## src/sv/lp2c_pkg.sv

```systemverilog
`timescale 1ns / 1ps

package lp2c_pkg;

    localparam int RANGE_W      = 24;
    localparam int IDX_W        = 12;
    localparam int ANGLE_W      = 16;
    localparam int COORD_W      = 25;
    localparam int CFG_IDX_W    = 2;
    localparam int CFG_DATA_W   = 24;
    localparam int GAIN_W       = 30;
    localparam int MAG_W        = RANGE_W + GAIN_W;
    localparam int VEC_W        = 57;
    localparam int ANG_W        = 33;
    localparam int FRAC_SH      = 30;
    localparam int CORDIC_STEPS = 28;
    localparam int MAX_BEAMS_DEF = 4096;

    localparam logic [GAIN_W-1:0]  GAIN_Q30    = 30'd652032875;
    localparam logic [COORD_W-1:0] COORD_LIMIT = 25'd16777215;
    localparam logic [RANGE_W-1:0] MAX_RANGE_RST = 24'hFFFFFF;

    localparam logic [31:0] ATAN_TURN [CORDIC_STEPS] = '{
        32'h20000000, 32'h12E4051E, 32'h09FB385B, 32'h051111D4,
        32'h028B0D43, 32'h0145D7E1, 32'h00A2F61E, 32'h00517C55,
        32'h0028BE53, 32'h00145F2F, 32'h000A2F98, 32'h000517CC,
        32'h00028BE6, 32'h000145F3, 32'h0000A2FA, 32'h0000517D,
        32'h000028BE, 32'h0000145F, 32'h00000A30, 32'h00000518,
        32'h0000028C, 32'h00000146, 32'h000000A3, 32'h00000051,
        32'h00000029, 32'h00000014, 32'h0000000A, 32'h00000005
    };

    typedef enum logic [CFG_IDX_W-1:0] {
        REG_START_ANGLE     = 2'd0,
        REG_ANGLE_INCREMENT = 2'd1,
        REG_MIN_RANGE       = 2'd2,
        REG_MAX_RANGE       = 2'd3
    } t_reg_idx;

    typedef logic signed [VEC_W-1:0] t_vec;
    typedef logic signed [ANG_W-1:0] t_ang;

    typedef struct packed {
        logic valid;
        logic in_range;
        logic last;
    } t_side;

    typedef struct packed {
        logic [ANGLE_W-1:0]        start_angle;
        logic signed [ANGLE_W-1:0] angle_increment;
        logic [RANGE_W-1:0]        min_range;
        logic [RANGE_W-1:0]        max_range;
    } t_cfg;

endpackage

```

## src/sv/lp2c_front.sv

```systemverilog
`timescale 1ns / 1ps

module lp2c_front #(
    parameter int MAX_BEAMS = lp2c_pkg::MAX_BEAMS_DEF
) (
    input  logic                           i_clk,
    input  logic                           i_rst_n,
    input  logic                           i_adv,
    input  logic                           i_valid,
    input  logic [lp2c_pkg::RANGE_W-1:0]   i_range_sample,
    input  logic [lp2c_pkg::IDX_W-1:0]     i_beam_index,
    input  logic                           i_last_in,
    input  lp2c_pkg::t_cfg                 i_cfg,
    output lp2c_pkg::t_vec                 o_x,
    output lp2c_pkg::t_vec                 o_y,
    output lp2c_pkg::t_ang                 o_z,
    output lp2c_pkg::t_side                o_side
);
    import lp2c_pkg::*;

    localparam int RECIP_SH = 24;
    localparam int RECIP_W  = RECIP_SH + 1;
    localparam logic [RECIP_W-1:0] RECIP = RECIP_W'((64'd1 << RECIP_SH) / MAX_BEAMS);
    localparam int QPROD_W  = IDX_W + RECIP_W;
    localparam int MB_W     = $clog2(MAX_BEAMS + 1);
    localparam int CMP_W    = IDX_W + MB_W;

    t_side              r1_side, r2_side, r3_side, r4_side;
    logic [IDX_W-1:0]   r1_idx, r1_q, r2_rem;
    logic [MAG_W-1:0]   r1_mag, r2_mag, r3_mag;
    logic [ANGLE_W-1:0] r3_angle;
    t_vec               r4_x, r4_y, n4_x, n4_y;
    t_ang               r4_z;

    logic               n1_in_range;
    logic [QPROD_W-1:0] n1_qprod;
    logic [MAG_W-1:0]   n1_mag;
    logic [CMP_W-1:0]   n2_qm;
    logic [IDX_W-1:0]   n2_diff, n2_rem;
    logic [ANGLE_W-1:0] n3_angle;
    t_vec               w_mag;

    always_comb begin
        n1_in_range = (i_range_sample >= i_cfg.min_range)
                   && (i_range_sample <= i_cfg.max_range);
        n1_qprod    = QPROD_W'(i_beam_index) * QPROD_W'(RECIP);
        n1_mag      = MAG_W'(i_range_sample) * MAG_W'(GAIN_Q30);
    end

    always_comb begin
        n2_qm   = CMP_W'(r1_q) * CMP_W'(MAX_BEAMS);
        n2_diff = r1_idx - IDX_W'(n2_qm);
        if (CMP_W'(n2_diff) >= CMP_W'(MAX_BEAMS)) begin
            n2_rem = n2_diff - IDX_W'(MAX_BEAMS);
        end else begin
            n2_rem = n2_diff;
        end
    end

    always_comb begin
        n3_angle = i_cfg.start_angle
                 + ANGLE_W'(32'(r2_rem) * 32'($unsigned(i_cfg.angle_increment)));
    end

    assign w_mag = t_vec'(r3_mag);

    always_comb begin
        case (r3_angle[ANGLE_W-1 -: 2])
            2'd0: begin
                n4_x = w_mag;
                n4_y = '0;
            end
            2'd1: begin
                n4_x = '0;
                n4_y = w_mag;
            end
            2'd2: begin
                n4_x = -w_mag;
                n4_y = '0;
            end
            default: begin
                n4_x = '0;
                n4_y = -w_mag;
            end
        endcase
    end

    always_ff @(posedge i_clk) begin
        if (!i_rst_n) begin
            r1_side.valid <= 1'b0;
            r2_side.valid <= 1'b0;
            r3_side.valid <= 1'b0;
            r4_side.valid <= 1'b0;
        end else if (i_adv) begin
            r1_side.valid <= i_valid;
            r2_side.valid <= r1_side.valid;
            r3_side.valid <= r2_side.valid;
            r4_side.valid <= r3_side.valid;
        end
        if (i_adv) begin
            r1_side.in_range <= n1_in_range;
            r1_side.last     <= i_last_in;
            r1_idx           <= i_beam_index;
            r1_q             <= n1_qprod[RECIP_SH +: IDX_W];
            r1_mag           <= n1_mag;

            r2_side.in_range <= r1_side.in_range;
            r2_side.last     <= r1_side.last;
            r2_rem           <= n2_rem;
            r2_mag           <= r1_mag;

            r3_side.in_range <= r2_side.in_range;
            r3_side.last     <= r2_side.last;
            r3_angle         <= n3_angle;
            r3_mag           <= r2_mag;

            r4_side.in_range <= r3_side.in_range;
            r4_side.last     <= r3_side.last;
            r4_x             <= n4_x;
            r4_y             <= n4_y;
            r4_z             <= t_ang'({r3_angle[ANGLE_W-3:0], 16'h0000});
        end
    end

    assign o_x    = r4_x;
    assign o_y    = r4_y;
    assign o_z    = r4_z;
    assign o_side = r4_side;

endmodule

```

## config.mk

```make
export PLATFORM = sky130hd
export DESIGN_NAME = lp2c_front
export DESIGN_NICKNAME = d
export VERILOG_FILES = /design/src/sv/lp2c_pkg.sv /design/src/sv/lp2c_front.sv
export SDC_FILE = /design/constraint.sdc
export NUM_CORES = 2
export LEC_CHECK = 0
export ABC_AREA = 0
export BUFFER_PORTS_ARGS = -buffer_cell sky130_fd_sc_hd__buf_4
export CAP_MARGIN = 15
export CELL_PAD_IN_SITES_DETAIL_PLACEMENT = 1
export CELL_PAD_IN_SITES_GLOBAL_PLACEMENT = 1
export CORE_MARGIN = 10
export CORE_UTILIZATION = 23
export DETAILED_ROUTE_END_ITERATION = 8
export PLACE_DENSITY_LB_ADDON = 0.1
export SLEW_MARGIN = 15
export SYNTH_ARGS = -nofsm -noshare
export SYNTH_HDL_FRONTEND = slang
export SYNTH_SLANG_ARGS = --single-unit
```

## constraint.sdc

```tcl
create_clock -name i_clk -period 7.18 [get_ports i_clk]
set_input_delay 1.436 -clock i_clk [delete_from_list [all_inputs] [get_ports i_clk]]
set_output_delay 1.436 -clock i_clk [all_outputs]
set_load 0.005 [all_outputs]
```

After elaboration in Yosys (flattened, before gate mapping):

Index checks and enable logic that the tools add are counted.

* order comparisons: 2
* eq/ne operators: 2
* $add $sub $neg: 2
* multiply operators: 2
* mux-type cells: 2
* reductions and logical operators: 3

Operators with widths (count)
* $pmux 57 s2: 2
* $neg 54->57: 1
* $mul 24x30->54 const B: 1
* $ge 24x24->1: 1
* $le 24x24->1: 1
* $add 16x16->16: 1
* $mul 12x16->16: 1
* $eq 2x1->1 const B: 1
* $eq 2x2->1 const B: 1
* $logic_not 2->1: 1
* $reduce_or 2->1: 1
* $logic_and 1x1->1: 1

* register bits after elaboration: 342
* word-level logic and storage cells: 34
* output and inout bits: 150
* input bits: 121

Logic depth before layout (Yosys ltp):

* depth in word-level cells: 3
* mapped depth: 27
* gate-level depth less buffers: 26

Worst setup path before layout:

OpenSTA, ideal clock, no wires.

* kind: input -> register
* start: input i_range_sample[18] (netlist bit)
* end: register r1_mag[52] (data pin)
* data required time: 6922 ps
* stages on the path: 23
* buffers on the path: 1
* path slack: -505 ps
* arrival: 7428 ps
* setup time: 258 ps
* cells stage by stage: ha_1 fa_1 inv_1 fa_1 inv_1 fa_1 fa_1 fa_1 inv_1 fa_1 inv_1 ha_1 clkbuf_1 nand4_1 nor3_1 o2bb2ai_1 or3_1 o21a_1 o21ai_0 o31ai_1 a41o_1 a21oi_1 xnor2_1

* word-level cells in the longest chain between the ends: 1

RTL lines
* start, declared: line lp2c_front.sv:10 `input logic [lp2c_pkg::RANGE_W-1:0] i_range_sample,`
* $mul 24x30->54: line lp2c_front.sv:47 `n1_mag = MAG_W'(i_range_sample) * MAG_W'(GAIN_Q30);`
* via n1_mag[52]: line lp2c_front.sv:37 `logic [MAG_W-1:0] n1_mag;`
* end signal, assigned: line lp2c_front.sv:105 `r1_mag <= n1_mag;`
* end, declared: line lp2c_front.sv:30 `logic [MAG_W-1:0] r1_mag, r2_mag, r3_mag;`

The timed path passes the listed nets, and every way through them passes these cells.
A chain may end at the register's enable or synchronous reset.

Final worst setup path:

* start: input i_range_sample[5] (netlist bit)
* end: register r1_mag[52] (data pin)

Same word-level chain as after synthesis.

==> impl_metrics.yaml <==
die:
  initial_core_util_pct: 23.2
  fp.dieArea_um2: 146000
  ioPinCount: 271
  die-width_um: 382
  die_h_um: 382
  rows: 132
  core_um2: 130000
clocking:
  cts_hold_buf: 0
  cts_tree: "yes"
  cts_sinks: 342
  htreeDepth: 2
  numCtsBuffers: 39
  clk_latency_ns: 0.55
  clockBufferDepth: 3
  cts_root_buffer: "clkbuf_16"
  clk_pin_slew_worst_paths_ns: 0.06
timing:
  max_freq_ghz: 0.138
  period_share_pct: 101
  hold_ws_ns: 0.399
  grt_setup_unrepaired: "true"
  min_period_ns: 7.24
  finalSetupViolations: 2
  fin_ws_ns: -0.0595
  slew_viol_final: 0
  tightest_slew_ns: 0.977
  final_hold_viol_count: 0
  relSlewSlack_pct: 34.2
  fin_skew_ns: 0.0213
placement:
  dp_hpwl_mm: 85.0
  gp_congestion: 0.856
  numPortBuffers: 251
detailed_routing:
  drtPass1Iterations: 4
  wirelength_mm: 97.2
  drtIter0Drc: 690
  antenna_left: 0
  via_count: 19500
  vias_per_cell: 3.96
  remaining_drc_errors: 0
  wl_per_cell_um: 19.7
logic_synthesis:
  synth_edf_count: 338
  ys_warn_count: 0
  synth_cells: 2583
  synth-seq-area-share_pct: 33.9
  async_flop_share_pct: 0
  synth.avg_cell_area_um2: 11.7
  yosysTopAreaCell: "edfxtp_1"
  synth.top_cell.area_share_pct: 33.7
  ys_ff_latch: 342
  ys_types: 66
  netlist_area_um2: 30100
  ys.flop_type: "edfxtp_1"
  synthTopCellsByArea: "edfxtp_1, fa_1, ha_1"
global_routing:
  grt_pass1_vias: 22400
  grt_overflow: 0
  grt_first_pass_wirelength_mm: 146
  grt.total_usage_pct: 13.1
  grt_max_degree: 136
  grt_antenna_before_repair: 3
critical_path:
  r2r_start: "r2_rem[0]"
  crit_type: "input pin to flip-flop"
  crit_required_ns: 7.46
  r2r_setup_slack_ns: 1.39
  cpMostUsedCell: "fa_2"
  worstPathMaxFanout: 4
  endpoint_kind: "flip-flop"
  rr_endpoint: "r3_angle[15]"
  critPathLaunch: "i_range_sample[5]"
  worstRegToRegCells: 20
  worstPathArrival_ns: 7.52
  slowest_stage: "fa_2"
  cp-start-kind: "input pin"
  slowest_delay_ns: 0.62
  crit_end: "r1_mag[52]"
hold_path:
  hold_class: "flip-flop to flip-flop"
outcome:
  outcome: "finished, violations left"
  violations: "negative setup slack"
cells_and_area:
  antennaDiodeCount: 0
  fin_nets: 4011
  area_growth_pct: 28.6
  final_common_cell: "inv_1"
  drive_above_1_share_pct: 26.2
  multi_input_area_um2: 18300
  seqCellArea_um2: 10200
  layout_common_cells: "inv_1, buf_4, fa_1"
  fill_cells: 14400
flow_run:
  drv_cap: 0
logic make-up after synthesis:
group	count (synthesis)	synth area share, %
simple gates	452	7.68
other cells	1	0.0124
buf+inv	654	8.38
mux	6	0.199
compound gates	255	5.44
xor+xnor	145	4.21
flops	342	33.9
fa+ha+maj	728	40.1
worst max-delay path, delay by kind of cell:
family / cells / cell delay (ns)
fa+ha+maj: 8 / 3.74
xor+xnor: 1 / 0.12
simple gates: 3 / 0.54
buf+inv: 9 / 0.74
compound gates: 6 / 0.91
final cells by class:
class                   instances  area share (%)
multi-input cells            1605            47.3
flip-flops and latches        342            26.4
repair buffers                577            11.5
inverters                     597            5.81
well taps                    1742            5.62
clock buffers                  49            2.72
clock inverters                19           0.571
sequential cells by signal (all words and copies together) (netlist names), 14 cells and up:
| name | cells |
|---|---|
| o_x | 57 |
| o_y | 57 |
| r1_mag | 54 |
| r2_mag | 54 |
| r3_mag | 54 |
| r3_angle | 16 |
| o_z | 14 |
through the flow:
stage	util, %	instances	area, um^2	setup TNS, ns	worst slack [ns]
after floorplan	-	2601	30400	-0.188	-0.0858
after global placement	28.1	4834	36500	-20.81	-0.942
after detailed placement	28.1	4834	36500	-21.50	-0.960
after CTS	29.4	4911	38100	-0.108	-0.0499
after global routing	29.9	4931	38800	-1.55	-0.275
final	29.9	4931	38800	-0.101	-0.0595
how the worst min path moves through the flow:
stage / startpoint / end / slack, ns / cells past startpoint
global route: r2_mag[34] / r3_mag[34] / 0.40 / 0
CTS: r2_mag[34] / r3_mag[34] / 0.40 / 0
global placement: r3_angle[5] / o_z[21] / 0.40 / 0
finish: r1_mag[36] / r2_mag[36] / 0.40 / 0
detailed placement: r3_angle[5] / o_z[21] / 0.41 / 0
floorplan: r3_side[0] / o_side[0] / 0.40 / 0
cell usage after synthesis, types with 7 or more instances:
cell and n:
a21oi_1 70, o21a_1 8, o21bai_1 10, o21ai_0 54, inv_1 597, nand2_1 144, a211oi_1 8, and2_1 32
edfxtp_1 338, or3_1 10, nand4_1 14, nand2b_1 17, ha_1 330, or2_2 9, o31ai_1 16, xnor2_1 66
nor3_1 13, a21o_1 48, clkbuf_1 38, nand3_1 17, nor2_1 96, a31oi_1 7, xor2_1 79, buf_4 19
fa_1 398, nor2b_1 67
routing by layer:
layer  track usage, %  wire (um)  vias to the layer above  part of all wire [%]
li1                 -          -                     9402                     -
met1             18.8      48300                     9749                    50
met2             21.1      44100                      314                    45
met3             1.74       3180                       62                   3.3
met4             2.35       1530                        0                   1.6
met5                0          0                        -                     0
what timing repair did:
item | CTS | global route
endpoints found under the setup margin | 23 | 25
setup buffers | 9 | 20
resized for setup | 73 | 128
pin swaps | 56 | 102
Power is left out: the tool's default activity adds up to more than one toggle a clock period on the data nets, which glitch-free logic cannot reach.
