### config.mk
export PLATFORM = sky130hd
export DESIGN_NAME = lp2c_cell
export DESIGN_NICKNAME = d
export VERILOG_FILES = /design/src/sv/lp2c_pkg.sv /design/src/sv/lp2c_cell.sv
export SDC_FILE = /design/constraint.sdc
export NUM_CORES = 1
export LEC_CHECK = 0
export BUFFER_PORTS_ARGS = -buffer_cell sky130_fd_sc_hd__buf_2
export CAP_MARGIN = 0
export CORE_AREA = 2 2 172 174
export DETAILED_ROUTE_END_ITERATION = 12
export DIE_AREA = 0 0 174 176
export PLACE_DENSITY = 0.79
export SYNTH_ARGS = -nofsm -noshare
export SYNTH_HDL_FRONTEND = slang
export SYNTH_SLANG_ARGS = --single-unit
### constraint.sdc
create_clock -name i_clk -period 3.8 [get_ports i_clk]
set_clock_uncertainty 0.1 [all_clocks]
set_input_delay 0 -clock i_clk [delete_from_list [all_inputs] [get_ports i_clk]]
set_output_delay 0 -clock i_clk [all_outputs]
set_load 0.02 [all_outputs]
### src/sv/lp2c_pkg.sv
`timescale 1ns / 1ps

package lp2c_pkg;

    localparam int RANGE_W      = 24;
    localparam int IDX_W        = 12;
    localparam int ANGLE_W      = 16;
    localparam int COORD_W      = 25;
    localparam int CFG_IDX_W    = 2;
    localparam int CFG_DATA_W   = 24;
    localparam int GAIN_W       = 30;
    localparam int MAG_W        = RANGE_W + GAIN_W;
    localparam int VEC_W        = 57;
    localparam int ANG_W        = 33;
    localparam int FRAC_SH      = 30;
    localparam int CORDIC_STEPS = 28;
    localparam int MAX_BEAMS_DEF = 4096;

    localparam logic [GAIN_W-1:0]  GAIN_Q30    = 30'd652032875;
    localparam logic [COORD_W-1:0] COORD_LIMIT = 25'd16777215;
    localparam logic [RANGE_W-1:0] MAX_RANGE_RST = 24'hFFFFFF;

    localparam logic [31:0] ATAN_TURN [CORDIC_STEPS] = '{
        32'h20000000, 32'h12E4051E, 32'h09FB385B, 32'h051111D4,
        32'h028B0D43, 32'h0145D7E1, 32'h00A2F61E, 32'h00517C55,
        32'h0028BE53, 32'h00145F2F, 32'h000A2F98, 32'h000517CC,
        32'h00028BE6, 32'h000145F3, 32'h0000A2FA, 32'h0000517D,
        32'h000028BE, 32'h0000145F, 32'h00000A30, 32'h00000518,
        32'h0000028C, 32'h00000146, 32'h000000A3, 32'h00000051,
        32'h00000029, 32'h00000014, 32'h0000000A, 32'h00000005
    };

    typedef enum logic [CFG_IDX_W-1:0] {
        REG_START_ANGLE     = 2'd0,
        REG_ANGLE_INCREMENT = 2'd1,
        REG_MIN_RANGE       = 2'd2,
        REG_MAX_RANGE       = 2'd3
    } t_reg_idx;

    typedef logic signed [VEC_W-1:0] t_vec;
    typedef logic signed [ANG_W-1:0] t_ang;

    typedef struct packed {
        logic valid;
        logic in_range;
        logic last;
    } t_side;

    typedef struct packed {
        logic [ANGLE_W-1:0]        start_angle;
        logic signed [ANGLE_W-1:0] angle_increment;
        logic [RANGE_W-1:0]        min_range;
        logic [RANGE_W-1:0]        max_range;
    } t_cfg;

endpackage

### src/sv/lp2c_cell.sv
`timescale 1ns / 1ps

module lp2c_cell #(
    parameter int STEP = 0
) (
    input  logic            i_clk,
    input  logic            i_rst_n,
    input  logic            i_adv,
    input  lp2c_pkg::t_vec  i_x,
    input  lp2c_pkg::t_vec  i_y,
    input  lp2c_pkg::t_ang  i_z,
    input  lp2c_pkg::t_side i_side,
    output lp2c_pkg::t_vec  o_x,
    output lp2c_pkg::t_vec  o_y,
    output lp2c_pkg::t_ang  o_z,
    output lp2c_pkg::t_side o_side
);
    import lp2c_pkg::*;

    t_vec  r_x, r_y, n_x, n_y;
    t_ang  r_z, n_z;
    t_side r_side;
    t_ang  w_atan;

    assign w_atan = t_ang'(ATAN_TURN[STEP]);

    always_comb begin
        if (!i_z[ANG_W-1]) begin
            n_x = i_x - (i_y >>> STEP);
            n_y = i_y + (i_x >>> STEP);
            n_z = i_z - w_atan;
        end else begin
            n_x = i_x + (i_y >>> STEP);
            n_y = i_y - (i_x >>> STEP);
            n_z = i_z + w_atan;
        end
    end

    always_ff @(posedge i_clk) begin
        if (!i_rst_n) begin
            r_side.valid <= 1'b0;
        end else if (i_adv) begin
            r_side.valid <= i_side.valid;
        end
        if (i_adv) begin
            r_x             <= n_x;
            r_y             <= n_y;
            r_z             <= n_z;
            r_side.in_range <= i_side.in_range;
            r_side.last     <= i_side.last;
        end
    end

    assign o_x    = r_x;
    assign o_y    = r_y;
    assign o_z    = r_z;
    assign o_side = r_side;

endmodule

* Word-level counts from Yosys, hierarchy flattened
Index checks and enable logic that the tools add are counted.
** Word-level totals
- Bits in registers :: 150
- Input port bits :: 153
- Output and inout port bits :: 150
- Logic and storage cells :: 14
** Cells by class
- Add/subtract/negate cells :: 5
- Multiplexer cells :: 3
** Operators by type and width (number)
- 57-bit 2-to-1 mux :: 2
- 57-bit subtractor :: 2
- 57-bit adder :: 1
- 33-bit by 31-bit adder with 33-bit output (second input constant) :: 1
- 33-bit 2-to-1 mux :: 1
- 33-bit by 31-bit subtractor with 33-bit output (second input constant) :: 1

* Logic depth before layout (Yosys ltp)
Gate-level depths: netlist of the first run.
- Depth in word-level cells :: 2
- Gate-level depth with buffers :: 14
- Gate-level depth less buffers :: 13

* Worst setup path before layout of the first run
Ideal clock, no wire load.
- Path type :: in2reg
- Start :: input i_x[7]
- End :: register r_x[52], in the netlist o_x[52] (data pin)
- Library setup time :: 0.262 ns
- Arrival time :: 2.573 ns
- Data required time :: 3.438 ns
- Setup slack :: 0.866 ns
- Cell stages on the path :: 13
- Path buffers :: 1
- Path through :: inv_1 -> ha_1 -> buf_2 -> a21o_1 -> a221o_1 -> a221oi_2 -> nor4b_1 -> nor3_2 -> a31oi_1 -> a311o_1 -> a2111oi_2 -> a211oi_1 -> xnor2_1
** Between the ends
- Cells in the longest elaborated chain, start to end :: 2
- Elaborated cells on any way between the ends :: 3
- Classes of those cells :: add/sub (2); mux (1)
** Ends and longest elaborated chain
- from (decl) :: line lp2c_cell.sv:9 : input lp2c_pkg::t_vec i_x,
- 57-bit subtractor or 57-bit adder (tied branches) :: line lp2c_cell.sv:29, lp2c_cell.sv:33
- 57-bit 2-to-1 mux (*) :: line lp2c_cell.sv:28 : if (!i_z[ANG_W-1]) begin
- net n_x[52] :: line lp2c_cell.sv:20 : t_vec r_x, r_y, n_x, n_y;
- to (signal assigned) :: line lp2c_cell.sv:46 : r_x <= n_x;
- to (decl) :: line lp2c_cell.sv:20
The timed path passes the listed nets; every way through them passes the cells marked *.
A chain may end at the register's enable or synchronous reset.

* Worst setup path in the final report of the first run
- Start :: input i_y[0]
- End :: register r_y[54], in the netlist o_y[54] (data pin)
** Between the ends
- Cells in the longest elaborated chain, start to end :: 2
- Elaborated cells on any way between the ends :: 3
- Classes of those cells :: add/sub (2); mux (1)
** Ends and longest elaborated chain
- from (decl) :: line lp2c_cell.sv:10 : input lp2c_pkg::t_vec i_y,
- 57-bit adder or 57-bit subtractor (tied branches) :: line lp2c_cell.sv:30, lp2c_cell.sv:34
- 57-bit 2-to-1 mux (*) :: line lp2c_cell.sv:28
- net n_y[54] :: line lp2c_cell.sv:20
- to (signal assigned) :: line lp2c_cell.sv:47 : r_y <= n_y;
- to (decl) :: line lp2c_cell.sv:20
Marks and branches as above.

==> results of run 1 <==
per-stage QoR:
stage / util / hold slack [ps] / std cells / setup TNS (ps) / total power [mW]
floorplan: - / -1.13 / 1889 / 0 / 4.02
global placement: 0.644 / 75.9 / 2636 / -3810 / 5.16
CTS: 0.679 / 10.4 / 2708 / 0 / 7.02
finish: 0.680 / 11.1 / 2708 / 0 / 7.15
global route: 0.680 / 35.1 / 2708 / 0 / 7.39
detailed placement: 0.644 / 78.2 / 2636 / -5910 / 5.20
registers in the layout, summed over array words and instances, names as in the netlist:
signal and flops:
o_y 56, o_side 3, o_z 33, o_x 57
worst max-delay path, delay by kind of cell:
kind                       cells  cell delay (ps)
AOI/OAI and AO/OA              6             1640
xor gates and xnor gates       1              110
adders and majority gates      2              630
buffers and inverters          6             1150
and+or+nand+nor                2              300
logic make-up after synthesis:
kind of cell | synth area share
AO/OA/AOI/OAI | 0.267
multiplexers | 0.0251
adder cells (fa/ha/maj) | 0.154
XOR/XNOR | 0.0590
flip-flops | 0.286
AND/OR/NAND/NOR | 0.143
buffers and inverters | 0.0653
metal layers:
metal | wire length [microns] | GRT usage | share of wire | vias up
met5 | 0 | 0 | 0 | -
met4 | 3060 | 0.192 | 0.048 | 0
met3 | 5790 | 0.0637 | 0.091 | 210
met2 | 29100 | 0.663 | 0.46 | 1106
met1 | 25400 | 0.527 | 0.40 | 7986
li1 | - | - | - | 7705
where the power goes:
group          leakage [nW]  total, mW  switching [mW]  internal (mW)
Sequential             1.46       2.23          0.0890           2.14
Combinational          7.04       3.11            2.00           1.11
Clock                 0.287       1.81           0.921          0.890
Total                  8.79       7.15            3.01           4.14
layout make-up:
type | instances | area [sq um] | share of cell area
tap | 384 | 480 | 0.0247
timing repair buffer | 485 | 3020 | 0.155
clock buffer | 17 | 425 | 0.0219
sequential | 149 | 4460 | 0.230
multi-input combinational | 1473 | 10100 | 0.523
inverter | 185 | 696 | 0.0358
clock inverter | 15 | 181 | 0.00934
cell usage in the layout, fill, tap and decap left out, types with 9 or more instances in the layout:
cell	synthesis	layout
buf_2	10	300
a21oi_1	253	253
ha_1	185	185
inv_1	180	179
nor2_1	151	150
edfxtp_1	148	148
buf_4	1	142
o21ai_0	141	140
nand2_1	110	110
xnor2_1	90	90
o21bai_1	54	54
dlygate4sd3_1	0	40
a21o_1	39	39
nor3_1	38	38
nand4_1	38	38
mux2i_1	38	38
nand3_1	28	28
nor4_1	29	28
nor2b_1	21	21
o21a_1	21	21
a31oi_1	20	20
a211oi_1	19	19
clkbuf_16	0	17
o211ai_1	15	15
xor2_1	15	15
o31ai_1	14	14
a221oi_1	9	9
worst min path at each step:
stage	from	end	cells past startpoint
after floorplan	i_side[0]	o_side[0]	0
after global placement	i_z[11]	o_z[11]	1
after detailed placement	i_z[22]	o_z[22]	1
after CTS	i_y[1]	o_x[1]	3
after global routing	i_x[1]	o_y[1]	3
final	i_adv	o_y[38]	1
timing repair:
| action | CTS | global route |
|---|---|---|
| endpoints found under the setup margin | 0 | 26 |
| resized for setup | 0 | 8 |
| hold buffers | 40 | 0 |
| endpoints found under the hold margin | 39 | 0 |
==> impl_results.md, run 1 <==
- Final period util: 0.982
- DR iter-0 viols: 2308
- Synth warn: 0
- Core area: 28500 sq um
- CTS Buf Count: 17
- Worst skew pair latency: 450 ps
- Gr ovfl total: 0
- Cells after Synth: 1889
- Die Y-Extent: 176 microns
- Post-synth top area share: 0.285
- Finished Cell Area: 19400 sq um
- Max Cap Viol: 0
- Core Rows: 62
- Buffers on Ports: 302
- Number of synthesized flops with an enable pin: 148
- Distinct cells, synth: 71
- Antenna violations before repair: 1
- DRC violations left: 0
- Synth area leader: edfxtp_1
- Crit path to: o_y[54]
- Post-DR wirelength/cell: 23.4 microns
- Status: finished, final reports clean
- First-pass GRT wire length: 96100 microns
- I/O pin count: 303
- ANT cells: 0
- Synthesized flop and latch total: 149
- Post-route ant nets: 0
- Place WS: -365 ps
- Worst R2R End: o_side[2]
- Max Buffers Root-to-Sink: 2
- Ys async rst share: 0
- Arr. time, crit path: 3820 ps
- Vias: 17000
- Total global-route track usage: 0.405
- Post-CTS setup buffer count: 0
- Slew headroom: 0.209
- Placed inst area: 18400 sq um
- Synthesized cell area: 15600 sq um
- Setup crit end kind: flip-flop
- Starting Density: 0.546
- Post-DP HPWL: 49200 microns
- Worst Hold Class: in -> reg
- Area contributors post-synth: edfxtp_1, ha_1, a21oi_1
- Highest clock rate: 0.268 GHz
- Pre-Repair DR Iteration Count: 6
- CP Cell Sequence: buf_2 -> dlygate4sd3_1 -> buf_4 -> inv_1 -> ha_1 -> fa_1 -> nand4b_1 -> a31oi_1 -> o21ai_0 -> buf_4 -> a21oi_1 -> nor4_1 -> a211o_1 -> buf_4 -> o31a_1 -> a211oi_1 -> xor2_1
- Crit path required time: 3890 ps
- Total routed wirelength: 63400 microns
- Critical Path Fanout Max: 4
- Root Buffer: clkbuf_16
- Prevailing post-synth register cell: edfxtp_1
- Final hold viol count: 0
- R2R depth: 3
- Vias per cell: 6.28
- Critical R2R Launch: o_side[2]
- Synth cell count leaders: a21oi_1, ha_1, inv_1
- Die area: 30600 sq um
- CTS tree: yes
- Critical Path Source Type: input pin
- VDD IR max: 0.000266 V
- Least-Margin Pin Slew: 1180 ps
- Layout cells sized above 1: 0.219
- Die width: 174 microns
- Final min period: 3730 ps
- Critical Path Source: i_y[0]
- Static Leak: 8.79 nW
- Syn Area/Cell: 8.26 sq um
- Fill cells: 2355
- Vias in the first global route: 16600
- Nets: 2653
- Clock-pin slew on the worst setup and hold paths: 80 ps
- Seq/Total Area, Yosys: 0.286
- Clock sinks: 149
- RSZ-0062 raised after global routing: no
- Pin count of the biggest net entering global routing: 100
- Slowest CP cell: dlygate4sd3_1
- Final setup margin: 68.6 ps
- Top-count cell post-synth: a21oi_1
- GPL Wtd Cong: 1.01
- Cell mode on critical path: buf_4
- Power per cell area: 368 nW/um^2
- Synthesized Nets: 2231
- Crit path largest cell delay: 540 ps
- Critical path class: in -> reg
- H-tree depth: 4
- # setup viols final: 0
- Final slew viol count: 0
- Setup slack, reg-to-reg: 2520 ps
- Syn-to-layout area delta: 24.5%
Note: power is estimated with default switching activity, not from simulation.
==> run 2: changes to the inputs <==
--- a/config.mk
+++ b/config.mk
@@ -13,2 +13,3 @@
 export PLACE_DENSITY = 0.79
+export SLEW_MARGIN = 30
 export SYNTH_ARGS = -nofsm -noshare
==> constraint.sdc (replaced) <==
create_clock -name i_clk -period 3.8 [get_ports i_clk]
set_clock_uncertainty 0.1 [all_clocks]
set_input_delay 0.38 -clock i_clk [delete_from_list [all_inputs] [get_ports i_clk]]
set_output_delay 0.38 -clock i_clk [all_outputs]
set_load 0.02 [all_outputs]
==> impl_results.md, run 2 (synthesized netlist as in run 1, its figures left out) <==
- Worst Path Buf+Inv: 4 (-2)
- Static Leak: 9.25 nW (+5.3%)
- Hold path cells: 1 (unchanged)
- First-pass GRT wire length: 94400 microns (-1.9%)
- Core area: 28500 sq um (unchanged)
- Worst hold endpoint: o_z[11]
- CTS tree: yes
- Least-Margin Pin Slew: 750 ps (-425 ps)
- CP Cell Sequence: buf_2 -> ha_1 -> inv_1 -> fa_1 -> nor2_1 -> o221ai_2 -> a21oi_1 -> buf_4 -> a2111oi_4 -> nor2_1 -> buf_4 -> a211oi_2 -> o21ai_1 -> a21o_1 -> a31oi_1 -> xnor2_1
- Highest clock rate: 0.266 GHz (-0.79%)
- Starting Density: 0.546 (unchanged)
- Post-route ant nets: 0 (unchanged)
- ANT cells: 0 (unchanged)
- Delay-heaviest family, CP: compound AO/OA/AOI/OAI gates
- Nets: 2744 (+3.4%)
- Vias in the first global route: 16800 (+1.2%)
- Core Rows: 62 (unchanged)
- Critical Path Source Type: input pin
- Post-DR wirelength/cell: 22.2 microns (-5.2%)
- Setup TNS Final: 0 ps (unchanged)
- Clock-pin slew on the worst setup and hold paths: 80 ps (about the same)
- Placed insts: 2760 (+4.7%)
- Fill cells: 2330 (-1.1%)
- Pin count of the biggest net entering global routing: 77 (-23%)
- Commonest non-fill, non-tap cell in the layout: buf_2
- R2R depth: 2 (-1)
- RSZ-0062 raised after global routing: no
- # setup viols final: 0 (unchanged)
- Worst R2R End: o_side[2]
- Worst Hold Class: in -> reg
- Antenna violations before repair: 0 (-1)
- Setup slack, reg-to-reg: 3100 ps (+580 ps)
- Crit path largest cell delay: 440 ps (-100 ps)
- Status: finished, final reports clean
- CTS Buf Count: 17 (unchanged)
- Buffers on Ports: 302 (unchanged)
- Place WS: -522 ps (-157 ps)
- Worst skew pair latency: 450 ps (about the same)
- DRC violations left: 0 (unchanged)
- Critical path class: in -> reg
- Clock sinks: 149 (unchanged)
- Final period util: 0.990 (+0.00786)
- Setup crit end kind: flip-flop
- H-tree depth: 4 (unchanged)
- GPL Wtd Cong: 1.02 (+1.6%)
- Multi-input combinational cell area: 10200 sq um (about the same)
- Critical R2R Launch: o_side[2]
- Vias per cell: 6.22 (-1.0%)
- Min-delay src: i_z[11]
- Crit path required time: 3890 ps (about the same)
- Die width: 174 microns (unchanged)
- Die area: 30600 sq um (unchanged)
- Total power: 7.22 mW (+1.0%)
- Post-Layout Cell Count: 2799 (+3.4%)
- Final hold viol count: 0 (unchanged)
- Slowest CP cell: a2111oi_4
- Final min period: 3760 ps (+29.9 ps)
- VDD IR max: 0.000266 V (-0.15%)
- Post-CTS setup buffer count: 0 (unchanged)
- Critical Path Fanout Max: 5 (+1)
- Commonest non-fill, non-tap cells in the layout: buf_2, buf_4, a21oi_1, ha_1, inv_1
- Max Buffers Root-to-Sink: 2 (unchanged)
- Root Buffer: clkbuf_16
- Total global-route track usage: 0.395 (-0.00947)
- Gr ovfl total: 0 (unchanged)
- Pre-Repair DR Iteration Count: 6 (unchanged)
- Post-DP HPWL: 49800 microns (+1.3%)
- Vias: 17400 (+2.3%)
- Register area: 4460 sq um (unchanged)
- Final setup margin: 38.7 ps (-29.9 ps)
- Total routed wirelength: 62100 microns (-2.0%)
- Power per cell area: 361 nW/um^2 (-2.1%)
- Layout cells sized above 1: 0.262 (+0.0427)
- DR iter-0 viols: 2070 (-10%)
- WHS: 7.33 ps (-3.77 ps)
- Syn-to-layout area delta: 28.4%
- Final slew viol count: 0 (unchanged)
- Die Y-Extent: 176 microns (unchanged)
- Max reg flops: 57 (unchanged)
- Slew headroom: 0.495 (+0.286)
- I/O pin count: 303 (unchanged)
- Max Cap Viol: 0 (unchanged)
- Arr. time, crit path: 3850 ps (+30 ps)
[run 2: what timing repair did]
action | CTS | global route
setup endpoints to repair | 4 | 20
gates cloned | 0 | 0
gates resized for setup | 1 | 7
hold buffers | 3 | 4
endpoints found under the hold margin | 3 | 4
[run 2: layout make-up]
class                      instances  share of cell area
multi-input combinational       1473               0.507
sequential                       149               0.223
timing repair buffer             576               0.181
inverter                         185              0.0347
tap                              384              0.0240
clock buffer                      17              0.0212
clock inverter                    15             0.00893
[run 2: power breakdown]
part           internal (mW)  switching, mW
sequential              2.14         0.0887
clock                  0.890          0.893
combinational           1.21           2.00
[run 2: worst max-delay path by stage]
| stage | start | slack (ps) | endpoint | cells past startpoint |
|---|---|---|---|---|
| 2_1_floorplan | i_x[7] | 490 | o_x[52] | 13 |
| 3_3_place_gp | i_x[0] | -460 | o_y[54] | 16 |
| 3_5_place_dp | i_x[2] | -520 | o_y[54] | 14 |
| 4_1_cts | i_x[2] | 110 | o_y[50] | 14 |
| 5_1_grt | i_x[3] | 6 | o_y[49] | 17 |
| 6_report | i_y[0] | 40 | o_y[50] | 16 |
[run 2: routing by layer]
layer	vias up	part of all wire	GRT usage	routed length (microns)
met2	1161	0.47	0.670	29100
met3	177	0.091	0.0691	5650
met1	8180	0.40	0.504	24900
met4	0	0.040	0.156	2470
li1	7882	-	-	-
met5	-	0	0	0
[run 2: worst register-to-register path: stages (launching register included)]
cell and delay [ps]:
dfxtp_1 320, mux2i_1 120, nor2b_1 60
[run 2: through the flow]
step	cell area, sq um	util
final	20000	0.702
after global routing	20000	0.702
after CTS	20000	0.699
after detailed placement	19300	0.677
after global placement	19300	0.677
after floorplan	15600	-
