--- src/sv/lp2c_pkg.sv ---
`timescale 1ns / 1ps

package lp2c_pkg;

    localparam int RANGE_W      = 24;
    localparam int IDX_W        = 12;
    localparam int ANGLE_W      = 16;
    localparam int COORD_W      = 25;
    localparam int CFG_IDX_W    = 2;
    localparam int CFG_DATA_W   = 24;
    localparam int GAIN_W       = 30;
    localparam int MAG_W        = RANGE_W + GAIN_W;
    localparam int VEC_W        = 57;
    localparam int ANG_W        = 33;
    localparam int FRAC_SH      = 30;
    localparam int CORDIC_STEPS = 28;
    localparam int MAX_BEAMS_DEF = 4096;

    localparam logic [GAIN_W-1:0]  GAIN_Q30    = 30'd652032875;
    localparam logic [COORD_W-1:0] COORD_LIMIT = 25'd16777215;
    localparam logic [RANGE_W-1:0] MAX_RANGE_RST = 24'hFFFFFF;

    localparam logic [31:0] ATAN_TURN [CORDIC_STEPS] = '{
        32'h20000000, 32'h12E4051E, 32'h09FB385B, 32'h051111D4,
        32'h028B0D43, 32'h0145D7E1, 32'h00A2F61E, 32'h00517C55,
        32'h0028BE53, 32'h00145F2F, 32'h000A2F98, 32'h000517CC,
        32'h00028BE6, 32'h000145F3, 32'h0000A2FA, 32'h0000517D,
        32'h000028BE, 32'h0000145F, 32'h00000A30, 32'h00000518,
        32'h0000028C, 32'h00000146, 32'h000000A3, 32'h00000051,
        32'h00000029, 32'h00000014, 32'h0000000A, 32'h00000005
    };

    typedef enum logic [CFG_IDX_W-1:0] {
        REG_START_ANGLE     = 2'd0,
        REG_ANGLE_INCREMENT = 2'd1,
        REG_MIN_RANGE       = 2'd2,
        REG_MAX_RANGE       = 2'd3
    } t_reg_idx;

    typedef logic signed [VEC_W-1:0] t_vec;
    typedef logic signed [ANG_W-1:0] t_ang;

    typedef struct packed {
        logic valid;
        logic in_range;
        logic last;
    } t_side;

    typedef struct packed {
        logic [ANGLE_W-1:0]        start_angle;
        logic signed [ANGLE_W-1:0] angle_increment;
        logic [RANGE_W-1:0]        min_range;
        logic [RANGE_W-1:0]        max_range;
    } t_cfg;

endpackage

--- src/sv/lp2c_out.sv ---
`timescale 1ns / 1ps

module lp2c_out (
    input  logic                                i_clk,
    input  logic                                i_rst_n,
    input  logic                                i_adv,
    input  lp2c_pkg::t_vec                      i_x,
    input  lp2c_pkg::t_vec                      i_y,
    input  lp2c_pkg::t_side                     i_side,
    output logic                                o_out_valid,
    output logic signed [lp2c_pkg::COORD_W-1:0] o_point_x,
    output logic signed [lp2c_pkg::COORD_W-1:0] o_point_y,
    output logic                                o_point_valid,
    output logic                                o_last_out
);
    import lp2c_pkg::*;

    localparam int RND_W = VEC_W - FRAC_SH;

    logic                      r_valid, r_point_valid, r_last;
    logic signed [COORD_W-1:0] r_x, r_y, n_x, n_y;

    function automatic logic signed [COORD_W-1:0] round_sat(input t_vec v);
        t_vec                    s;
        logic signed [RND_W-1:0] q;
        logic signed [RND_W-1:0] lim;
        begin
            s   = v + t_vec'(64'd1 << (FRAC_SH - 1));
            q   = RND_W'(s >>> FRAC_SH);
            lim = RND_W'(COORD_LIMIT);
            if (q > lim) begin
                round_sat = COORD_LIMIT;
            end else if (q < -lim) begin
                round_sat = -$signed(COORD_LIMIT);
            end else begin
                round_sat = COORD_W'(q);
            end
        end
    endfunction

    always_comb begin
        if (i_side.in_range) begin
            n_x = round_sat(i_x);
            n_y = round_sat(i_y);
        end else begin
            n_x = '0;
            n_y = '0;
        end
    end

    always_ff @(posedge i_clk) begin
        if (!i_rst_n) begin
            r_valid <= 1'b0;
        end else if (i_adv) begin
            r_valid <= i_side.valid;
        end
    end

    always_ff @(posedge i_clk) begin
        if (i_adv) begin
            r_x           <= n_x;
            r_y           <= n_y;
            r_point_valid <= i_side.in_range;
            r_last        <= i_side.last;
        end
    end

    assign o_out_valid   = r_valid;
    assign o_point_x     = r_x;
    assign o_point_y     = r_y;
    assign o_point_valid = r_point_valid;
    assign o_last_out    = r_last;

endmodule

--- config.mk ---
export PLATFORM = sky130hd
export DESIGN_NAME = lp2c_out
export DESIGN_NICKNAME = d
export VERILOG_FILES = /design/src/sv/lp2c_pkg.sv /design/src/sv/lp2c_out.sv
export SDC_FILE = /design/constraint.sdc
export NUM_CORES = 1
export LEC_CHECK = 0
export BUFFER_PORTS_ARGS = -buffer_cell sky130_fd_sc_hd__buf_2
export CELL_PAD_IN_SITES_DETAIL_PLACEMENT = 1
export CELL_PAD_IN_SITES_GLOBAL_PLACEMENT = 2
export CORE_ASPECT_RATIO = 0.75
export CORE_MARGIN = 2
export CORE_UTILIZATION = 26
export DETAILED_ROUTE_END_ITERATION = 10
export HOLD_SLACK_MARGIN = 0.03
export PLACE_DENSITY_LB_ADDON = 0.15
export SYNTH_ARGS = -nofsm -noshare
export SYNTH_HDL_FRONTEND = slang
export SYNTH_SLANG_ARGS = --single-unit
--- constraint.sdc ---
create_clock -name i_clk -period 2.75 [get_ports i_clk]
set_clock_uncertainty 0.2 [all_clocks]
set_input_delay 0.4125 -clock i_clk [delete_from_list [all_inputs] [get_ports i_clk]]
set_output_delay 0.4125 -clock i_clk [all_outputs]
set_load 0.05 [all_outputs]
== After elaboration in Yosys (flattened, before gate mapping) ==
Index checks and enable logic that the tools add are counted.
Cells by class
  reductions and logical operators: 2
  order comparisons: 4
  multiplexer cells: 4
  shift operators: 0
  multiply operators: 0
  bitwise operators: 1
  div/mod/pow operators: 0
  $add $sub $neg: 2
  equal/unequal tests: 0
Operators with widths (number)
  adder 57 x 31 -> 57 bit, second input constant: 2
  greater-than comparator 27 x 25 -> 1 bit, second input constant: 2
  less-than comparator 27 x 25 -> 1 bit, second input constant: 2
  2-to-1 mux 25 bit: 2
  2-to-1 mux 24 bit: 2
  OR reduction 2 bit: 2
  inverter 1 bit: 1
Word-level totals
  memories: 0
  RAM bits: 0
  bits in read-only memories: 0
  bits in latches: 0
  output and inout port bits: 53
  logic and storage cells: 20
  input bits: 120
  bits in registers: 53

== Depth between registers and ports, before layout ==
Gate-level depths: netlist (run 1).
  word-level depth: 4
  depth in mapped cells: 10
  gate-level depth less buffers: 8

== Least setup slack after synthesis (run 1) ==
Ideal clock, no wire load.
  path type: input-to-reg
  start point: input port i_x[37]
  end point: register r_x[11], in the netlist o_point_x[11] (data pin)
  data required time: 2292 ps
  data arrival time: 2253 ps
  setup time: 258 ps
  buffers on the path: 2
  path slack: 39 ps
  stages: 9
  cell sequence: buf_2 -> nand3_2 -> or4_4 -> a2111oi_4 -> a21oi_2 -> a22o_4 -> buf_6 -> o211ai_2 -> nand2_1
On the way
  cells in the longest elaborated chain, start to end: 4
  elaborated cells between the ends (all ways): 5
  classes of those cells: add/sub: 1; order compare: 2; mux: 2
RTL lines
  start, declared: RTL line lp2c_out.sv:7  | input lp2c_pkg::t_vec i_x,
  adder 57 x 31 -> 57 bit (*): RTL line lp2c_out.sv:28  | s = v + t_vec'(64'd1 << (FRAC_SH - 1));
  less-than comparator 27 x 25 -> 1 bit: RTL line lp2c_out.sv:33  | end else if (q < -lim) begin
  2-to-1 mux 25 bit: RTL line lp2c_out.sv:33
  2-to-1 mux 24 bit (*): RTL line lp2c_out.sv:31  | if (q > lim) begin
  end signal, assigned: RTL line lp2c_out.sv:61  | r_x <= n_x;
  end, declared: RTL line lp2c_out.sv:21  | logic signed [COORD_W-1:0] r_x, r_y, n_x, n_y;
Mark *: on every way between the ends. The rest lies on a longest branch, timed or not.
A chain may end at the register's enable or synchronous reset.

== Final worst setup path (run 1) ==
  start point: input port i_y[29]
  end point: register r_y[0], in the netlist o_point_y[0] (data pin)
On the way
  cells in the longest elaborated chain, start to end: 4
  elaborated cells between the ends (all ways): 5
  classes of those cells: add/sub: 1; order compare: 2; mux: 2
RTL lines
  start, declared: RTL line lp2c_out.sv:8  | input lp2c_pkg::t_vec i_y,
  adder 57 x 31 -> 57 bit (*): RTL line lp2c_out.sv:28
  less-than comparator 27 x 25 -> 1 bit: RTL line lp2c_out.sv:33
  2-to-1 mux 25 bit: RTL line lp2c_out.sv:33
  2-to-1 mux 24 bit (*): RTL line lp2c_out.sv:31
  end signal, assigned: RTL line lp2c_out.sv:62  | r_y <= n_y;
  end, declared: RTL line lp2c_out.sv:21
Marks and branches as above.

==> metrics.txt, run 1 <==
crit path DAT 2.49 ns; non-filler cells, final 909; Util after Layout 0.368; final worst-path cycle share 0.938; Leak 2.60 nW; worst endpoint required time 2.66 ns; Placer Congestion 0.856; Vias 4,574; Syn Nets 620; Die ar. 18,300 um2; worst hold path class in -> reg; post-cts sizing count 0; Worst Tran Pin Value 0.765 ns; Yosys warning count 0; DR pass1 iterations 5; Max Fclk 388 MHz; Cell Count Post-Placement 901; all-layer global routing usage 0.169; fin worst setup slack 0.170 ns; clock latency on the worst-skew pair 0.28 ns; nets 815; crit path capture type flip-flop; share of post-route cells with drive strength above 1 0.396; minimum clock period 2.58 ns; synth top area cells edfxtp_1 (35%), nand3_1 (9.7%), xnor2_1 (6.6%); CTS buffer count 5; chip height 118 um; Largest stage delay, worst path 0.42 ns; hold_buf cts 0; CP max-delay cell a2111oi_1; half-perimeter wire length after placement 12,900 um; Async S/R FF share, synth 0; Via density 5.03; commonest non-fill, non-tap cell in the layout buf_2; number of port buffers 114; Max Root-Sink Buffers 2; Final Max Slew Viols 0; pre-CTS setup slack -0.160 ns; DR iter-0 viols 213; initial antenna violation count 0; Final Hold Fails 0; Synth area leader edfxtp_1; number of diodes 0; Yosys top cell area share 0.348; peak supply drop 0.000216 V; post-CTS setup buffers 0; clk sinks 53; CP Max Fanout 5; critical path class in -> reg; area growth from synthesis to layout 38.3%; CTS tree built; RSZ-0062 raised after global routing false; sequential share of the synthesized area 0.352; Root Driver clkbuf_16; Unique masters post-synth 61; CP startpoint kind primary input; # rows 41; Pwr Density 397 nW/um2; Core Box Area 16,900 um2; Post-Syn Area 4490 um2; commonest cells after routing, fill and taps aside buf_2 (114), buf_4 (106), nand3_1 (87); Clock Pin Slew Worst Setup and Hold Paths 0.07 ns; MaxCap Viol Count 0; synthesized area per cell 9.01 um2; fill cell count 2,010; cell count after synthesis 498; vias in the first global route 4,610; setup violators final 0; global-route wire length before repair 24,800 um; status finished clean; Top FF cell, synth edfxtp_1; number of routed nets with antenna violations 0; final wirelength 15,500 um; average wire per standard cell 17.0 um; EDFF count, synth 52; CP cell instances buf_2 -> ha_1 -> xnor2_1 -> nand4_1 -> a2111oi_1 -> o311ai_0 -> nor4_1 -> buf_4 -> nand4_1 -> a31oi_1; Die X 156 um; Seq cells post-synth 53; Slew Limit Headroom 0.490; most used cell along the critical path nand4_1; Starting Density 0.266; Ports 173; largest net degree at the start of global routing 38; Congestion Overflow GR 0; H-tree levels 2; Residual DRC 0
==> metal layers <==
layer	wire [um]	part of all wire	GRT usage	vias up
li1	-	-	-	2267
met4	68	0.0044	0.0155	0
met2	6330	0.41	0.239	101
met1	8240	0.53	0.266	2200
met5	0	0	0	-
met3	832	0.054	0.0390	6
==> worst max-delay path: cells and delay by family <==
family	cells	cell delay, ns
AO/OA/AOI/OAI	3	0.87
XOR/XNOR	1	0.19
adder cells (fa/ha/maj)	1	0.29
buffers and inverters	2	0.30
AND/OR/NAND/NOR	3	0.43
==> synthesized netlist by cell type (2+ instances only) <==
master / count
a2111oi_0: 2
a211oi_1: 2
a21oi_1: 7
a311oi_1: 2
a31oi_1: 7
and2_1: 12
and3_1: 14
and4_1: 8
buf_2: 13
buf_4: 5
buf_6: 2
clkbuf_1: 17
edfxtp_1: 52
ha_1: 2
inv_1: 7
mux2_2: 2
mux2i_1: 8
nand2_1: 50
nand3_1: 87
nand3_2: 3
nand4_1: 20
nor2_1: 22
nor2b_1: 4
nor3_1: 13
nor3b_1: 3
nor4_1: 10
nor4_2: 4
nor4_4: 2
o211ai_1: 2
o211ai_2: 19
o21a_1: 2
o21ai_0: 6
o21ai_1: 2
o31ai_1: 4
or2_1: 3
or4_1: 2
xnor2_1: 34
xor2_1: 21
==> state kept, by name, indices dropped and copies added (netlist names) <==
register,cells
o_out_valid,1
o_point_valid,1
o_last_out,1
o_point_y,25
o_point_x,25
==> area by class of cell <==
type,instances,area (um2),area share
Clock buffer,5,125,0.0202
Clock inverter,3,17.5,0.00282
Inverter,7,26.3,0.00424
Multi-Input combinational cell,400,2700,0.435
Sequential cell,53,1580,0.255
Tap cell,215,269,0.0434
Timing Repair Buffer,226,1490,0.240
==> stage by stage <==
stage	hold slack [ns]	TNS, ns	area [um2]	power (W)
after floorplan	0.311	0	4490	0.00154
after global placement	0.300	-0.908	6060	0.00186
after detailed placement	0.320	-2.85	6060	0.00187
after CTS	0.0901	0	6200	0.00250
after global routing	0.0812	0	6200	0.00260
final	0.0997	0	6200	0.00246
==> power breakdown <==
group	internal [W]	switching [W]	leakage, nW
clock network	0.000335	0.000277	0.0712
registers	0.000978	0.0000223	0.512
logic	0.000270	0.000582	2.02
total	0.00158	0.000881	2.60
==> path summary, 6_finish.rpt <==
kind	start	endpoint	slack, ns	cells past startpoint
setup / recovery	i_y[29]	o_point_y[0]	0.17	10
hold reg to reg	o_out_valid	o_out_valid	0.32	2
setup reg to reg	o_out_valid	o_out_valid	1.96	2
hold / removal	i_side[0]	o_last_out	0.1	1
==> cells by family (layout without fill, tap and decap cells) <==
group | count (synthesis) | count (layout) | share of synthesized area
AO/OA/AOI/OAI | 70 | 70 | 0.139
adder cells (fa/ha/maj) | 2 | 2 | 0.00558
buffers and inverters | 45 | 241 | 0.0491
flip-flops | 53 | 53 | 0.352
multiplexers | 10 | 10 | 0.0229
AND/OR/NAND/NOR | 263 | 263 | 0.323
XOR/XNOR | 55 | 55 | 0.107
Note: power is estimated with default switching activity, not from simulation.
==> inputs of run 2 (changes only) <==
--- a/config.mk
+++ b/config.mk
@@ -6,11 +6,9 @@
 export NUM_CORES = 1
 export LEC_CHECK = 0
 export BUFFER_PORTS_ARGS = -buffer_cell sky130_fd_sc_hd__buf_2
-export CELL_PAD_IN_SITES_DETAIL_PLACEMENT = 1
-export CELL_PAD_IN_SITES_GLOBAL_PLACEMENT = 2
 export CORE_ASPECT_RATIO = 0.75
 export CORE_MARGIN = 2
-export CORE_UTILIZATION = 26
+export CORE_UTILIZATION = 45
 export DETAILED_ROUTE_END_ITERATION = 10
 export HOLD_SLACK_MARGIN = 0.03
 export PLACE_DENSITY_LB_ADDON = 0.15
==> run 2 against run 1 <==
- flip-flop and latch count unchanged
- critical path depth down 2
- via count fell by 2.1%
- combinational power decreased by 4.9%
- clock power up 3%
- routed wire length is 17% lower
- final cell count shrank 13%
- hold slack worse by 0.0041 ns
- design area fell by 5.9%
- non-clock buffer count is 32 lower
- clock-buffer cell count did not move
- register-to-register slack lost 0.02 ns
- largest cell class unchanged
- largest power group unchanged
- highest routed layer unchanged
==> metrics.txt, run 2 (same netlist as run 1, synthesis figures left out) <==
crit path capture type flip-flop; Root Driver clkbuf_16; Worst Tran Pin Value 0.811 ns (+0.0461 ns); all-layer global routing usage 0.237 (+0.0683); Bufs and invs on worst path 1 (-1); average wire per standard cell 16.2 um (-5.0%); # rows 31 (-24%); Max Fclk 395 MHz (+2.0%); number of diodes 0 (unchanged); Cell Count Post-Placement 786 (-13%); hold_buf cts 0 (unchanged); Slew Limit Headroom 0.459 (-0.0308); Placer Congestion 0.922 (+7.7%); Final Hold Fails 0 (unchanged); Max Root-Sink Buffers 2 (unchanged); CP Max Fanout 24 (+19); Final Max Slew Viols 0 (unchanged); CP cell instances buf_2 -> nand3_2 -> or4_4 -> a2111oi_4 -> a21oi_2 -> a22o_4 -> o211ai_1 -> nand2_1; largest net degree at the start of global routing 46 (+21%); critical path class in -> reg; fin worst setup slack 0.220 ns (+0.0497 ns); clock latency on the worst-skew pair 0.29 ns (about the same); crit path DAT 2.36 ns (-0.13 ns); MaxCap Viol Count 0 (unchanged); H-tree levels 2 (unchanged); initial antenna violation count 0 (unchanged); share of post-route cells with drive strength above 1 0.367 (-0.0292); commonest cells after routing, fill and taps aside buf_2 (114), nand3_1 (87), buf_4 (76); Leak 2.43 nW (-6.4%); number of routed nets with antenna violations 0 (unchanged); nets 783 (-3.9%); Residual DRC 0 (unchanged); CP startpoint kind primary input; minimum clock period 2.53 ns (-0.0497 ns); Die ar. 10,800 um2 (-41%); worst hold path class in -> reg; DR pass1 iterations 5 (unchanged); worst endpoint required time 2.59 ns (-0.07 ns); post-cts sizing count 0 (unchanged); RSZ-0062 raised after global routing false; cell family with most CP delay compound AO/OA/AOI/OAI gates; CTS buffer count 5 (unchanged); peak supply drop 0.000257 V (+19%); vias in the first global route 3,818 (-17%); Starting Density 0.463 (+0.197); Congestion Overflow GR 0 (unchanged); CP max-delay cell or4_4; Vias 4,476 (-2.1%); Ports 173 (unchanged); Clock Pin Slew Worst Setup and Hold Paths 0.07 ns (about the same); final worst-path cycle share 0.920 (-0.0181); number of port buffers 114 (unchanged); half-perimeter wire length after placement 10,500 um (-18%); Die X 119 um (-23%); chip height 90.5 um (-23%); Pwr Density 417 nW/um2 (+5.1%); CTS tree built; Via density 5.64 (+12%); clk sinks 53 (unchanged); global-route wire length before repair 20,400 um (-18%); final wirelength 12,800 um (-17%); non-filler cells, final 794 (-13%); fill cell count 884 (-56%); setup violators final 0 (unchanged); DR iter-0 viols 496 (+130%); commonest non-fill, non-tap cell in the layout buf_2; total power 0.00244 W (-1.1%); area growth from synthesis to layout 30.1%; Largest stage delay, worst path 0.59 ns (+0.17 ns); status finished clean; pre-CTS setup slack -0.0698 ns (+0.0899 ns); post-CTS setup buffers 0 (unchanged); Core Box Area 9700 um2 (-43%)
## run 2: final cells by class
cell class | count | area [um2] | area share
Sequential cell | 53 | 1580 | 0.271
Multi-Input combinational cell | 400 | 2690 | 0.461
Tap cell | 132 | 165 | 0.0283
Clock inverter | 3 | 25.0 | 0.00429
Timing Repair Buffer | 194 | 1220 | 0.209
Inverter | 7 | 26.3 | 0.00450
Clock buffer | 5 | 125 | 0.0214
## run 2: worst paths after layout
check                            startpoint      endpoint  slack (ns)  depth (start not counted)
worst min-delay path              i_side[0]    o_last_out         0.1                          1
worst min register to register  o_out_valid   o_out_valid        0.35                          2
worst max-delay path                i_x[39]  o_point_x[3]        0.22                          8
worst max register to register  o_out_valid   o_out_valid        1.94                          2
## run 2: stage by stage
stage | utilization | TNS, ns | area, um2 | hold WS, ns
floorplan | - | 0 | 4490 | 0.311
global placement | 0.586 | -0.0298 | 5690 | 0.296
finish | 0.602 | 0 | 5840 | 0.0956
detailed placement | 0.586 | -0.510 | 5690 | 0.329
global route | 0.602 | 0 | 5840 | 0.0857
CTS | 0.602 | 0 | 5840 | 0.0871
## run 2: power by group
group	internal, W	total (W)	switching [W]
Clock	0.000342	0.000629	0.000287
Combinational	0.000244	0.000810	0.000566
Sequential	0.000977	0.000997	0.0000193
Total	0.00156	0.00244	0.000872
## run 2: metal layers
layer	share of wire	up-vias	GRT usage
li1	-	2207	-
met1	0.54	2067	0.418
met2	0.36	191	0.289
met3	0.089	11	0.0354
met4	0.0087	0	0.0451
met5	0	-	0
==> inputs of run 3 (changes only) <==
--- a/config.mk
+++ b/config.mk
@@ -7,7 +7,6 @@
 export LEC_CHECK = 0
 export BUFFER_PORTS_ARGS = -buffer_cell sky130_fd_sc_hd__buf_2
 export CORE_ASPECT_RATIO = 0.75
-export CORE_MARGIN = 2
 export CORE_UTILIZATION = 45
 export DETAILED_ROUTE_END_ITERATION = 10
 export HOLD_SLACK_MARGIN = 0.03
==> run 3 against run 2 <==
- final cell count fell by 1.1%
- clock-buffer cell count grew 1
- critical path type unchanged
- sequential share of layout area increased by 0.44 points
- die area shrank 3.9%
- combinational power decreased by 2%
- sequential power hardly changed
- register-to-register slack hardly changed
- global-route usage grew 0.50 points
==> metrics.txt, run 3 (same netlist as run 1, synthesis figures left out) <==
status finished clean; Root Driver clkbuf_16; Util after Layout 0.595 (-0.00717); Cell Count Post-Placement 777 (-1.1%); switch share 0.354 (-0.00440); Congestion Overflow GR 0 (unchanged); CP Max Fanout 14 (-42%); initial antenna violation count 0 (unchanged); post-CTS setup buffers 0 (unchanged); NetSw 0.000847 W (-2.9%); Hold WS 0.106 ns (+0.0107 ns); crit path DAT 2.32 ns (-0.04 ns); combinational power share 0.332 (about the same); Worst R2R Path Depth 2 (unchanged); Die X 117 um (-1.7%); fill cell count 858 (-2.9%); share of post-route cells with drive strength above 1 0.358 (-0.00872); Clk pwr share 0.252 (-0.006); setup violators final 0 (unchanged); CP startpoint kind primary input; Leak 2.37 nW (-2.5%); WHS Path Cells 1 (unchanged); CTS buffer count 5 (unchanged); non-filler cells, final 785 (-1.1%); number of routed nets with antenna violations 0 (unchanged); peak supply drop 0.000270 V (+5.0%); MaxCap Viol Count 0 (unchanged); worst endpoint required time 2.58 ns (about the same); Sequential Power Share 0.416 (+0.007); largest net degree at the start of global routing 54 (+17%); Slew Limit Headroom 0.546 (+0.0862); commonest non-fill, non-tap cell in the layout buf_2; Residual DRC 0 (unchanged); critical path class in -> reg; Max Fclk 401 MHz (+1.4%); # rows 31 (unchanged); global-route wire length before repair 19,700 um (-3.5%); RSZ-0062 raised after global routing false; Vias 4,421 (-1.2%); crit path capture type flip-flop; Die ar. 10,400 um2 (-3.9%); final instance area 5740 um2 (-1.6%); Clock Pin Slew Worst Setup and Hold Paths 0.06 ns (about the same); number of diodes 0 (unchanged); Starting Density 0.465 (+0.00186); Max Root-Sink Buffers 2 (unchanged); Internal Dissipation 0.00155 W (-0.99%); Ports 173 (unchanged); H-tree levels 2 (unchanged); Final Max Slew Viols 0 (unchanged); Register Area 1580 um2 (unchanged); Cell Area, Placed 5590 um2 (-1.6%); Core Box Area 9660 um2 (-0.40%); CTS tree built; nets 774 (-1.1%); chip height 88.5 um (-2.2%); Placer Congestion 0.905 (-1.9%); clk sinks 53 (unchanged); final worst-path cycle share 0.907 (-0.0131); commonest cells after routing, fill and taps aside buf_2 (114), nand3_1 (87), buf_4 (69); DR pass1 iterations 5 (unchanged); Final Hold Fails 0 (unchanged); minimum clock period 2.49 ns (-0.0359 ns); final wirelength 12,500 um (-2.3%); vias in the first global route 3,712 (-2.8%); number of port buffers 114 (unchanged); multi-input logic area 2700 um2 (+0.23%); area growth from synthesis to layout 28.0%; average wire per standard cell 16.0 um (-1.2%); DR iter-0 viols 416 (-16%); half-perimeter wire length after placement 10,100 um (-3.5%); total power 0.00240 W (-1.7%); Worst Tran Pin Value 0.682 ns (-0.129 ns); worst hold path class in -> reg; all-layer global routing usage 0.242 (+0.00502); Pwr Density 417 nW/um2 (about the same); clock latency on the worst-skew pair 0.28 ns (about the same); Via density 5.63 (about the same)
[run 3: area by class of cell]
cell class	instances	area share
Timing Repair Buffer	185	0.196
Clock inverter	2	0.00261
Sequential cell	53	0.275
Inverter	7	0.00457
Multi-Input combinational cell	400	0.470
Clock buffer	6	0.0224
Tap cell	132	0.0288
[run 3: repair_timing]
| item | in CTS | in global routing |
|---|---|---|
| hold buffers | 0 | 0 |
| gates resized for setup | 0 | 1 |
| endpoints found under the setup margin | 0 | 14 |
[run 3: power groups by stage]
stage	registers, W	clock network (W)	logic, W
floorplan	0.00129	0	0.000254
global placement	0.00101	0	0.000777
detailed placement	0.00101	0	0.000789
CTS	0.000997	0.000614	0.000790
global route	0.00100	0.000645	0.000846
finish	0.000996	0.000605	0.000795
[run 3: metal layers]
metal,track usage,vias up,wire (um)
met1,0.408,2031,6740
met2,0.306,199,4660
li1,-,2185,-
met4,0.0472,0,80
met5,0,-,0
met3,0.0393,6,1050
[run 3: through the flow]
step | setup slack [ns] | setup TNS, ns
final | 0.256 | 0
after floorplan | 0.0388 | 0
after CTS | 0.137 | 0
after global placement | -0.140 | -2.35
after detailed placement | -0.170 | -2.79
after global routing | 0.0473 | 0
[run 3: final timing paths]
check                   start            end  slack (ns)
setup / recovery      i_y[35]  o_point_y[22]        0.26
setup reg to reg  o_out_valid    o_out_valid        1.95
hold reg to reg   o_out_valid    o_out_valid        0.34
hold / removal      i_side[0]     o_last_out        0.11
[run 3: worst max-delay path, cell delays in order]
cell,delay (ns)
buf_2,0.11
and4_1,0.34
buf_4,0.18
nand3_2,0.11
nor4_2,0.38
a31oi_1,0.19
and2_1,0.21
nand2_1,0.08
buf_4,0.20
nand3_1,0.10
